[config.mk]
export PLATFORM = sky130hd
export DESIGN_NAME = scan_disk_scheduler_unit
export DESIGN_NICKNAME = d
export VERILOG_FILES = /design/src/rtl/core/sdsch_pkg.sv /design/src/rtl/core/sdsch_cell.sv /design/src/rtl/core/sdsch_chain.sv /design/src/rtl/core/scan_disk_scheduler_unit.sv
export SDC_FILE = /design/constraint.sdc
export NUM_CORES = 2
export LEC_CHECK = 0
export ABC_AREA = 1
export BUFFER_PORTS_ARGS = -buffer_cell sky130_fd_sc_hd__buf_2
export CORE_MARGIN = 3
export CORE_UTILIZATION = 60
export CTS_CLUSTER_DIAMETER = 80
export DETAILED_ROUTE_END_ITERATION = 16
export GPL_TIMING_DRIVEN = 1
export PLACE_DENSITY = 0.87
export SYNTH_ARGS = -nofsm -noshare
export SYNTH_HDL_FRONTEND = slang
export SYNTH_SLANG_ARGS = --single-unit
[constraint.sdc]
create_clock -name clk -period 10.7 [get_ports clk]
set_input_delay 0.535 -clock clk [delete_from_list [all_inputs] [get_ports clk]]
set_output_delay 0.535 -clock clk [all_outputs]
set_load 0.005 [all_outputs]
[src/rtl/core/sdsch_pkg.sv]
`timescale 1ns / 1ps

package sdsch_pkg;

  // Default number of request slots in the sorting chain.
  localparam int QUEUE_DEPTH_DEF = 32;

  localparam int CYL_W      = 16;
  localparam int DIST_W     = 17;
  localparam int CFG_IDX_W  = 2;
  localparam int CFG_DATA_W = 16;

  // Configuration register indexes.
  localparam logic [CFG_IDX_W-1:0] CFG_DISK_SIZE     = 2'd0;
  localparam logic [CFG_IDX_W-1:0] CFG_CURRENT_HEAD  = 2'd1;
  localparam logic [CFG_IDX_W-1:0] CFG_PREVIOUS_HEAD = 2'd2;

  // Reset values of the configuration registers.
  localparam logic [CYL_W-1:0] DISK_SIZE_RST     = 16'd200;
  localparam logic [CYL_W-1:0] CURRENT_HEAD_RST  = 16'd1;
  localparam logic [CYL_W-1:0] PREVIOUS_HEAD_RST = 16'd0;

  // One input item.
  typedef struct packed {
    logic [CYL_W-1:0] request_cylinder;
    logic             last_request;
  } in_item_t;

  // One result item.
  typedef struct packed {
    logic [CYL_W-1:0]  position;
    logic              at_boundary;
    logic [DIST_W-1:0] total_distance;
    logic              last_result;
    logic              error;
  } out_item_t;

  // Per-cell control from the chain to each sorting cell.
  typedef struct packed {
    logic ins_en;
    logic occupied;
    logic at_tail;
  } cell_ctl_t;

endpackage

[src/rtl/core/sdsch_cell.sv]
`timescale 1ns / 1ps

module sdsch_cell (
  input  logic                      clk,
  input  sdsch_pkg::cell_ctl_t      ctl,
  input  logic [sdsch_pkg::CYL_W-1:0] ins_val,
  input  logic [sdsch_pkg::CYL_W-1:0] left_data,
  input  logic                      left_gt,
  output logic [sdsch_pkg::CYL_W-1:0] data_o,
  output logic                      gt_o
);
  import sdsch_pkg::*;

  logic [CYL_W-1:0] data_r;
  logic [CYL_W-1:0] data_nxt;
  logic             shift;

  // A held value larger than the new request makes room for it.
  assign gt_o  = ctl.occupied && (data_r > ins_val);
  assign shift = ctl.ins_en && (gt_o || ctl.at_tail);

  // Take the left neighbor's value if it also moves, else the new request.
  assign data_nxt = left_gt ? left_data : ins_val;

  always_ff @(posedge clk) begin
    if (shift) begin
      data_r <= data_nxt;
    end
  end

  assign data_o = data_r;

endmodule

[src/rtl/core/sdsch_chain.sv]
`timescale 1ns / 1ps

module sdsch_chain #(
  parameter int QUEUE_DEPTH = sdsch_pkg::QUEUE_DEPTH_DEF,
  parameter int IW          = (QUEUE_DEPTH > 1) ? $clog2(QUEUE_DEPTH) : 1,
  parameter int CW          = $clog2(QUEUE_DEPTH + 1)
) (
  input  logic                        clk,
  input  logic                        ins_en,
  input  logic [sdsch_pkg::CYL_W-1:0] ins_val,
  input  logic [CW-1:0]               count,
  input  logic [IW-1:0]               rd_idx,
  output logic [sdsch_pkg::CYL_W-1:0] rd_data,
  output logic [sdsch_pkg::CYL_W-1:0] head_data
);
  import sdsch_pkg::*;

  logic [CYL_W-1:0] cell_data [QUEUE_DEPTH];
  logic             cell_gt   [QUEUE_DEPTH];

  // Row of insertion cells, kept in ascending order.
  for (genvar i = 0; i < QUEUE_DEPTH; i++) begin : g_cell
    cell_ctl_t        ctl;
    logic [CYL_W-1:0] left_data;
    logic             left_gt;

    assign ctl.ins_en   = ins_en;
    assign ctl.occupied = CW'(i) < count;
    assign ctl.at_tail  = CW'(i) == count;

    if (i == 0) begin : g_first
      assign left_data = ins_val;
      assign left_gt   = 1'b0;
    end else begin : g_rest
      assign left_data = cell_data[i-1];
      assign left_gt   = cell_gt[i-1];
    end

    sdsch_cell u_cell (
      .clk       (clk),
      .ctl       (ctl),
      .ins_val   (ins_val),
      .left_data (left_data),
      .left_gt   (left_gt),
      .data_o    (cell_data[i]),
      .gt_o      (cell_gt[i])
    );
  end

  // Single read port for the scan and service phases.
  always_comb begin
    rd_data = '0;
    for (int i = 0; i < QUEUE_DEPTH; i++) begin
      if (rd_idx == IW'(i)) begin
        rd_data = cell_data[i];
      end
    end
  end

  // The smallest request always sits in the first cell.
  assign head_data = cell_data[0];

endmodule

[src/rtl/core/scan_disk_scheduler_unit.sv]
`timescale 1ns / 1ps

// Channel | Direction | Handshake            | Payload
// in_     | input     | in_valid / in_ready  | in_item_t (request_cylinder, last_request)
// out_    | output    | out_valid / out_ready| out_item_t (position .. error)
// cfg_    | input     | cfg_we               | cfg_idx, cfg_wdata
//
// Requests are taken one per cycle while in_ready is high; each one in range, with
// room left, lands in the insertion chain in that cycle. After the last request a
// scan of the chain finds the split at the head, one cell per cycle, then N+1
// results follow at one per cycle while out_ready allows, save at the turn to the
// boundary; a rejected batch gets its single error item from the error state.
// Reset is synchronous and active low; it empties the queue and the output register.
// in_ready is low from the last request until the final result has been loaded;
// a stalled out_ready holds the output register and pauses the service sequence.

module scan_disk_scheduler_unit #(
  parameter int QUEUE_DEPTH = sdsch_pkg::QUEUE_DEPTH_DEF
) (
  input  logic                             clk,
  input  logic                             rst_n,
  input  logic                             in_valid,
  output logic                             in_ready,
  input  sdsch_pkg::in_item_t              in_data,
  output logic                             out_valid,
  input  logic                             out_ready,
  output sdsch_pkg::out_item_t             out_data,
  input  logic                             cfg_we,
  input  logic [sdsch_pkg::CFG_IDX_W-1:0]  cfg_idx,
  input  logic [sdsch_pkg::CFG_DATA_W-1:0] cfg_wdata
);
  import sdsch_pkg::*;

  localparam int IW = (QUEUE_DEPTH > 1) ? $clog2(QUEUE_DEPTH) : 1;
  localparam int CW = $clog2(QUEUE_DEPTH + 1);

  typedef enum logic [5:0] {
    S_LOAD  = 6'b000001,
    S_SCAN  = 6'b000010,
    S_EMIT1 = 6'b000100,
    S_BND   = 6'b001000,
    S_EMIT2 = 6'b010000,
    S_ERR   = 6'b100000
  } state_t;

  state_t            state_r, state_nxt;
  logic [CW-1:0]     count_r, count_nxt;
  logic              err_r, err_nxt;
  logic [CYL_W-1:0]  max_r, max_nxt;
  logic [CW-1:0]     ptr_r, ptr_nxt;
  logic [CW-1:0]     below_r, below_nxt;
  logic              down_r, down_nxt;
  logic [DIST_W-1:0] total_r, total_nxt;
  logic              out_valid_r;
  out_item_t         out_data_r;
  logic [CYL_W-1:0]  size_r, head_r, prev_r;

  logic              accept;
  logic              req_bad;
  logic              ovf;
  logic              ins_en;
  logic              head_bad;
  logic              run_desc;
  logic              run_left;
  logic              emit_ok;
  logic              emit;
  out_item_t         emit_item;
  logic [CW-1:0]     rd_idx_w;
  logic [CYL_W-1:0]  rd_data;
  logic [CYL_W-1:0]  min_data;
  logic [DIST_W-1:0] dist_up_far;

  // Configuration registers.
  always_ff @(posedge clk) begin
    if (!rst_n) begin
      size_r <= DISK_SIZE_RST;
      head_r <= CURRENT_HEAD_RST;
      prev_r <= PREVIOUS_HEAD_RST;
    end else if (cfg_we) begin
      case (cfg_idx)
        CFG_DISK_SIZE:     size_r <= cfg_wdata;
        CFG_CURRENT_HEAD:  head_r <= cfg_wdata;
        CFG_PREVIOUS_HEAD: prev_r <= cfg_wdata;
        default: ;
      endcase
    end
  end

  // Request checks.
  assign accept   = in_valid && in_ready;
  assign req_bad  = (in_data.request_cylinder == '0) || (in_data.request_cylinder >= size_r);
  assign ovf      = count_r >= CW'(QUEUE_DEPTH);
  assign ins_en   = accept && !req_bad && !ovf;
  assign head_bad = (head_r == '0) || (head_r >= size_r) ||
                    (prev_r == '0) || (prev_r >= size_r);

  // Service runs: descending reads below the pointer, ascending reads at it.
  assign run_desc = ((state_r == S_EMIT1) && down_r) || ((state_r == S_EMIT2) && !down_r);
  assign run_left = run_desc ? (ptr_r != '0) : (ptr_r != count_r);
  assign rd_idx_w = run_desc ? (ptr_r - CW'(1)) : ptr_r;
  assign emit_ok  = !out_valid_r || out_ready;

  sdsch_chain #(
    .QUEUE_DEPTH (QUEUE_DEPTH),
    .IW          (IW),
    .CW          (CW)
  ) u_chain (
    .clk       (clk),
    .ins_en    (ins_en),
    .ins_val   (in_data.request_cylinder),
    .count     (count_r),
    .rd_idx    (rd_idx_w[IW-1:0]),
    .rd_data   (rd_data),
    .head_data (min_data)
  );

  // Far-side travel when moving up with requests below the head.
  assign dist_up_far = (ptr_r != '0) ? {1'b0, size_r - min_data} : '0;

  // Sequencer for loading, scanning and service order.
  always_comb begin
    state_nxt = state_r;
    count_nxt = count_r;
    err_nxt   = err_r;
    max_nxt   = max_r;
    ptr_nxt   = ptr_r;
    below_nxt = below_r;
    down_nxt  = down_r;
    total_nxt = total_r;
    emit      = 1'b0;
    emit_item = '0;

    case (state_r)
      S_LOAD: begin
        if (accept) begin
          if (ins_en) begin
            count_nxt = count_r + CW'(1);
            if ((count_r == '0) || (in_data.request_cylinder > max_r)) begin
              max_nxt = in_data.request_cylinder;
            end
          end
          err_nxt = err_r || !ins_en;
          if (in_data.last_request) begin
            ptr_nxt   = '0;
            state_nxt = (err_nxt || head_bad) ? S_ERR : S_SCAN;
          end
        end
      end

      S_SCAN: begin
        if ((ptr_r != count_r) && (rd_data < head_r)) begin
          ptr_nxt = ptr_r + CW'(1);
        end else begin
          below_nxt = ptr_r;
          down_nxt  = head_r < prev_r;
          if (head_r < prev_r) begin
            total_nxt = (ptr_r != count_r) ? ({1'b0, head_r} + {1'b0, max_r})
                                           : {1'b0, head_r};
          end else begin
            total_nxt = {1'b0, size_r - head_r} + dist_up_far;
          end
          state_nxt = S_EMIT1;
        end
      end

      S_EMIT1: begin
        if (run_left) begin
          if (emit_ok) begin
            emit               = 1'b1;
            emit_item.position = rd_data;
            ptr_nxt            = run_desc ? (ptr_r - CW'(1)) : (ptr_r + CW'(1));
          end
        end else begin
          ptr_nxt   = below_r;
          state_nxt = S_BND;
        end
      end

      S_BND: begin
        if (emit_ok) begin
          emit                  = 1'b1;
          emit_item.position    = down_r ? '0 : size_r;
          emit_item.at_boundary = 1'b1;
          if (down_r ? (below_r == count_r) : (below_r == '0)) begin
            emit_item.last_result    = 1'b1;
            emit_item.total_distance = total_r;
            state_nxt = S_LOAD;
            count_nxt = '0;
            err_nxt   = 1'b0;
          end else begin
            state_nxt = S_EMIT2;
          end
        end
      end

      S_EMIT2: begin
        if (!run_left) begin
          state_nxt = S_LOAD;
          count_nxt = '0;
          err_nxt   = 1'b0;
        end else if (emit_ok) begin
          emit               = 1'b1;
          emit_item.position = rd_data;
          ptr_nxt            = run_desc ? (ptr_r - CW'(1)) : (ptr_r + CW'(1));
          if (run_desc ? (ptr_r == CW'(1)) : ((ptr_r + CW'(1)) == count_r)) begin
            emit_item.last_result    = 1'b1;
            emit_item.total_distance = total_r;
            state_nxt = S_LOAD;
            count_nxt = '0;
            err_nxt   = 1'b0;
          end
        end
      end

      S_ERR: begin
        if (emit_ok) begin
          emit                  = 1'b1;
          emit_item.last_result = 1'b1;
          emit_item.error       = 1'b1;
          state_nxt = S_LOAD;
          count_nxt = '0;
          err_nxt   = 1'b0;
        end
      end

      default: begin
        state_nxt = S_LOAD;
        count_nxt = '0;
        err_nxt   = 1'b0;
      end
    endcase
  end

  // Control state.
  always_ff @(posedge clk) begin
    if (!rst_n) begin
      state_r     <= S_LOAD;
      count_r     <= '0;
      err_r       <= 1'b0;
      out_valid_r <= 1'b0;
    end else begin
      state_r <= state_nxt;
      count_r <= count_nxt;
      err_r   <= err_nxt;
      if (emit) begin
        out_valid_r <= 1'b1;
      end else if (out_ready) begin
        out_valid_r <= 1'b0;
      end
    end
  end

  // Datapath registers.
  always_ff @(posedge clk) begin
    max_r   <= max_nxt;
    ptr_r   <= ptr_nxt;
    below_r <= below_nxt;
    down_r  <= down_nxt;
    total_r <= total_nxt;
    if (emit) begin
      out_data_r <= emit_item;
    end
  end

  assign in_ready  = (state_r == S_LOAD);
  assign out_valid = out_valid_r;
  assign out_data  = out_data_r;

endmodule

==> results.sh <==
export IMPL_status="completed"
export IMPL_dpl_instance_area_um2=48700
export IMPL_nets=6308
export IMPL_hpwlAfterDp_um=119000
export IMPL_drcViolationCount=0
export IMPL_rows=102
export IMPL_wl_met2_um=69500
export IMPL_grt_usage=0.390
export IMPL_topRoutingLayerUsed="met5"
export IMPL_post_route_period_util=0.669
export IMPL_drt_iter0_markers=6790
export IMPL_cts_clk_slew_worst_paths_ps=60
export IMPL_arrival_ps=7430
export IMPL_yosysUniqueCellTypes=62
export IMPL_clk_latency_ps=640
export IMPL_ctsHoldBuffers=0
export IMPL_whs_ps=159
export IMPL_wl_met3_um=24500
export IMPL_cts_sinks=656
export IMPL_ant_nets=0
export IMPL_slowest_delay_ps=530
export IMPL_vias=44238
export IMPL_die_w_um=286
export IMPL_max_freq_ghz=0.140
export IMPL_cts_max_path_buffers=3
export IMPL_synth_top_flop_cell="edfxtp_1"
export IMPL_finalSetupTns_ps=0
export IMPL_viasPerCell=6.60
export IMPL_rsz0062_at_grt="false"
export IMPL_worstSetupPathType="reg -> reg"
export IMPL_grt_pass1_vias=41512
export IMPL_instances_no_fill=6698
export IMPL_critPathRequiredTime_ps=10970
export IMPL_cts_buffers=75
export IMPL_die_height_um=286
export IMPL_yosysSeqAreaShare=0.406
export IMPL_grt_overflow_total=0
export IMPL_cap_violations=0
export IMPL_grt_pass1_wl_um=243000
export IMPL_wl_um=165000
export IMPL_synthToLayoutAreaGrowth_pct=9.10
export IMPL_grt_max_degree=68
export IMPL_tightestPinTransition_ps=1400
export IMPL_power_density_nw_per_um2=173
export IMPL_yosysWarnings=0
export IMPL_final_area_um2=51300
export IMPL_avgRoutedWirePerCell_um=24.6
export IMPL_ioPinCount=78
export IMPL_leakage_nw=21.9
export IMPL_cts_resized=0
export IMPL_synth_cell_area_um2=47000
export IMPL_min_period_ps=7160
export IMPL_drive_gt1_frac=0.0643
export IMPL_die_area_um2=81800
export IMPL_cts_root_buffer="clkbuf_16"
export IMPL_postCtsSetupRepairBufs=0
export IMPL_dpl_cell_count=6564
export IMPL_relSlewSlack=0.0630
export IMPL_syn_nets=6259
export IMPL_ys_ff_latch=656
export IMPL_r2r_slack_ps=3540
export IMPL_cp_max_fo=26
export IMPL_vdd_drop_max_uv=179
export IMPL_hold_viol_final=0
export IMPL_finalPower_w=0.00890
export IMPL_maxSlewViolCount=0
export IMPL_first_pass_iters=8
export IMPL_syn_area_per_cell_um2=8.47
export IMPL_routabilityCongestion=1.07
export IMPL_skew_ps=37.9
export IMPL_synth_cells=5552
export IMPL_cpMaxStageDelayCell="nor2_1"
export IMPL_cts_tree="built"
export IMPL_cp_start_kind="flop"
export IMPL_portBuffers=77
export IMPL_setup_viol=0
export IMPL_worst_hold_path_type="in -> reg"
export IMPL_synth_edf_count=594
export IMPL_async_flop_share=0
export IMPL_coreArea_um2=77600
export IMPL_initial_utilization=0.606
export IMPL_crit_top_cell="nand2_1"
export IMPL_h_tree_depth=3
export IMPL_critPathCaptureType="flop"
export IMPL_antenna_found_initial=4
export IMPL_wl_met1_um=58200
==> final timing paths <==
| check | from | endpoint | cells past startpoint |
|---|---|---|---|
| hold / removal | cfg_wdata[6] | size_r[6]$_SDFFE_PN1P_ | 3 |
| setup / recovery | ptr_r[0]$_DFFE_PP_ | ptr_r[5]$_DFFE_PP_ | 39 |
| setup reg to reg | ptr_r[0]$_DFFE_PP_ | ptr_r[5]$_DFFE_PP_ | 39 |
| hold reg to reg | err_r$_SDFFE_PN0P_ | err_r$_SDFFE_PN0P_ | 2 |
==> final cells by class <==
class,instances,area [um2]
fill,6178,26300
multi-input combinational,4108,25000
sequential,656,19100
inverter,588,2210
clock buffer,94,2030
tap,1040,1300
timing repair buffer,172,1110
clock inverter,39,568
antenna,1,2.50
==> cells in the mapped netlist (6+ instances only) <==
cell / instances / area [um2]
o2111ai_1: 35 / 307
xnor2_1: 16 / 140
o211ai_1: 29 / 218
buf_2: 7 / 35.0
nand2_1: 1210 / 4540
buf_1: 6 / 22.5
a31oi_1: 18 / 113
clkinv_1: 11 / 41.3
nand2_4: 7 / 78.8
o21bai_1: 28 / 210
nor2_1: 328 / 1230
inv_2: 10 / 37.5
a211oi_1: 16 / 120
o21ai_1: 16 / 80.1
o22ai_1: 9 / 56.3
o21a_1: 13 / 97.6
nor3_1: 48 / 240
nand2_2: 7 / 43.8
xor2_1: 33 / 289
nand3_2: 6 / 60.1
nor4_1: 26 / 163
nand4_1: 110 / 688
edfxtp_1: 594 / 17800
o21ai_0: 660 / 3300
ha_1: 663 / 8300
a21o_1: 12 / 90.1
or2_2: 6 / 37.5
a21oi_1: 517 / 2590
nor2_2: 11 / 68.8
inv_1: 567 / 2130
o221ai_1: 30 / 263
nand3_1: 162 / 811
a221oi_1: 30 / 263
dfxtp_1: 62 / 1240
clkbuf_1: 181 / 679
==> logic make-up (layout without fill, tap and decap cells) <==
logic type | Yosys count | after routing | synth area share
other cells | 0 | 1 | 0
compound gates | 1449 | 1449 | 0.171
flops | 656 | 656 | 0.406
fa+ha+maj | 667 | 667 | 0.178
simple gates | 1943 | 1943 | 0.173
xor+xnor | 49 | 49 | 0.00912
buf+inv | 788 | 893 | 0.0638
==> report_power, final <==
group / internal (W) / switching (W) / total (W)
registers: 0.00291 / 0.0000803 / 0.00299
logic: 0.00101 / 0.00212 / 0.00312
clock network: 0.00166 / 0.00112 / 0.00279
total: 0.00558 / 0.00332 / 0.00890
==> metrics by stage <==
step,util,setup WS [ps]
6_report,0.661,3540
5_1_grt,0.661,3110
4_1_cts,0.661,3780
3_5_place_dp,0.628,3870
3_3_place_gp,0.628,4070
2_1_floorplan,-,5410
==> state kept, by name, summed over array words and instances, names as in the netlist <==
register,flops
total_r,17
u_chain.g_cell.u_cell.data_o,512
head_r,16
count_r,6
err_r,1
size_r,16
down_r,1
ptr_r,6
below_r,6
out_data,36
max_r,16
state_r,6
out_valid,1
prev_r,16
==> cells in the final DEF, fill, tap and decap left out, drive strengths merged, types with 29 or more instances in the layout <==
master	instances
nand2	1224
o21ai	677
ha	663
edfxtp	594
inv	581
a21oi	522
nor2	341
buf	172
nand3	168
nand4	111
clkbuf	94
dfxtp	62
nor3	49
o2111ai	35
xor2	33
o221ai	31
a221oi	30
o211ai	29
clkinv	29
==> routing by layer <==
metal  track usage  up-vias
met1         0.488    20317
met3         0.120      835
met5             0        -
li1              -    19674
met4         0.251        6
met2         0.587     3406
==> critical path, delay by kind of cell (launching register included) <==
family          cells  cell delay (ps)
compound gates     11             1470
xor+xnor            1              150
fa+ha+maj           2              560
buf+inv             5             1290
flops               1              500
simple gates       20             2780
No activity file was read; power rests on OpenSTA's default activity.
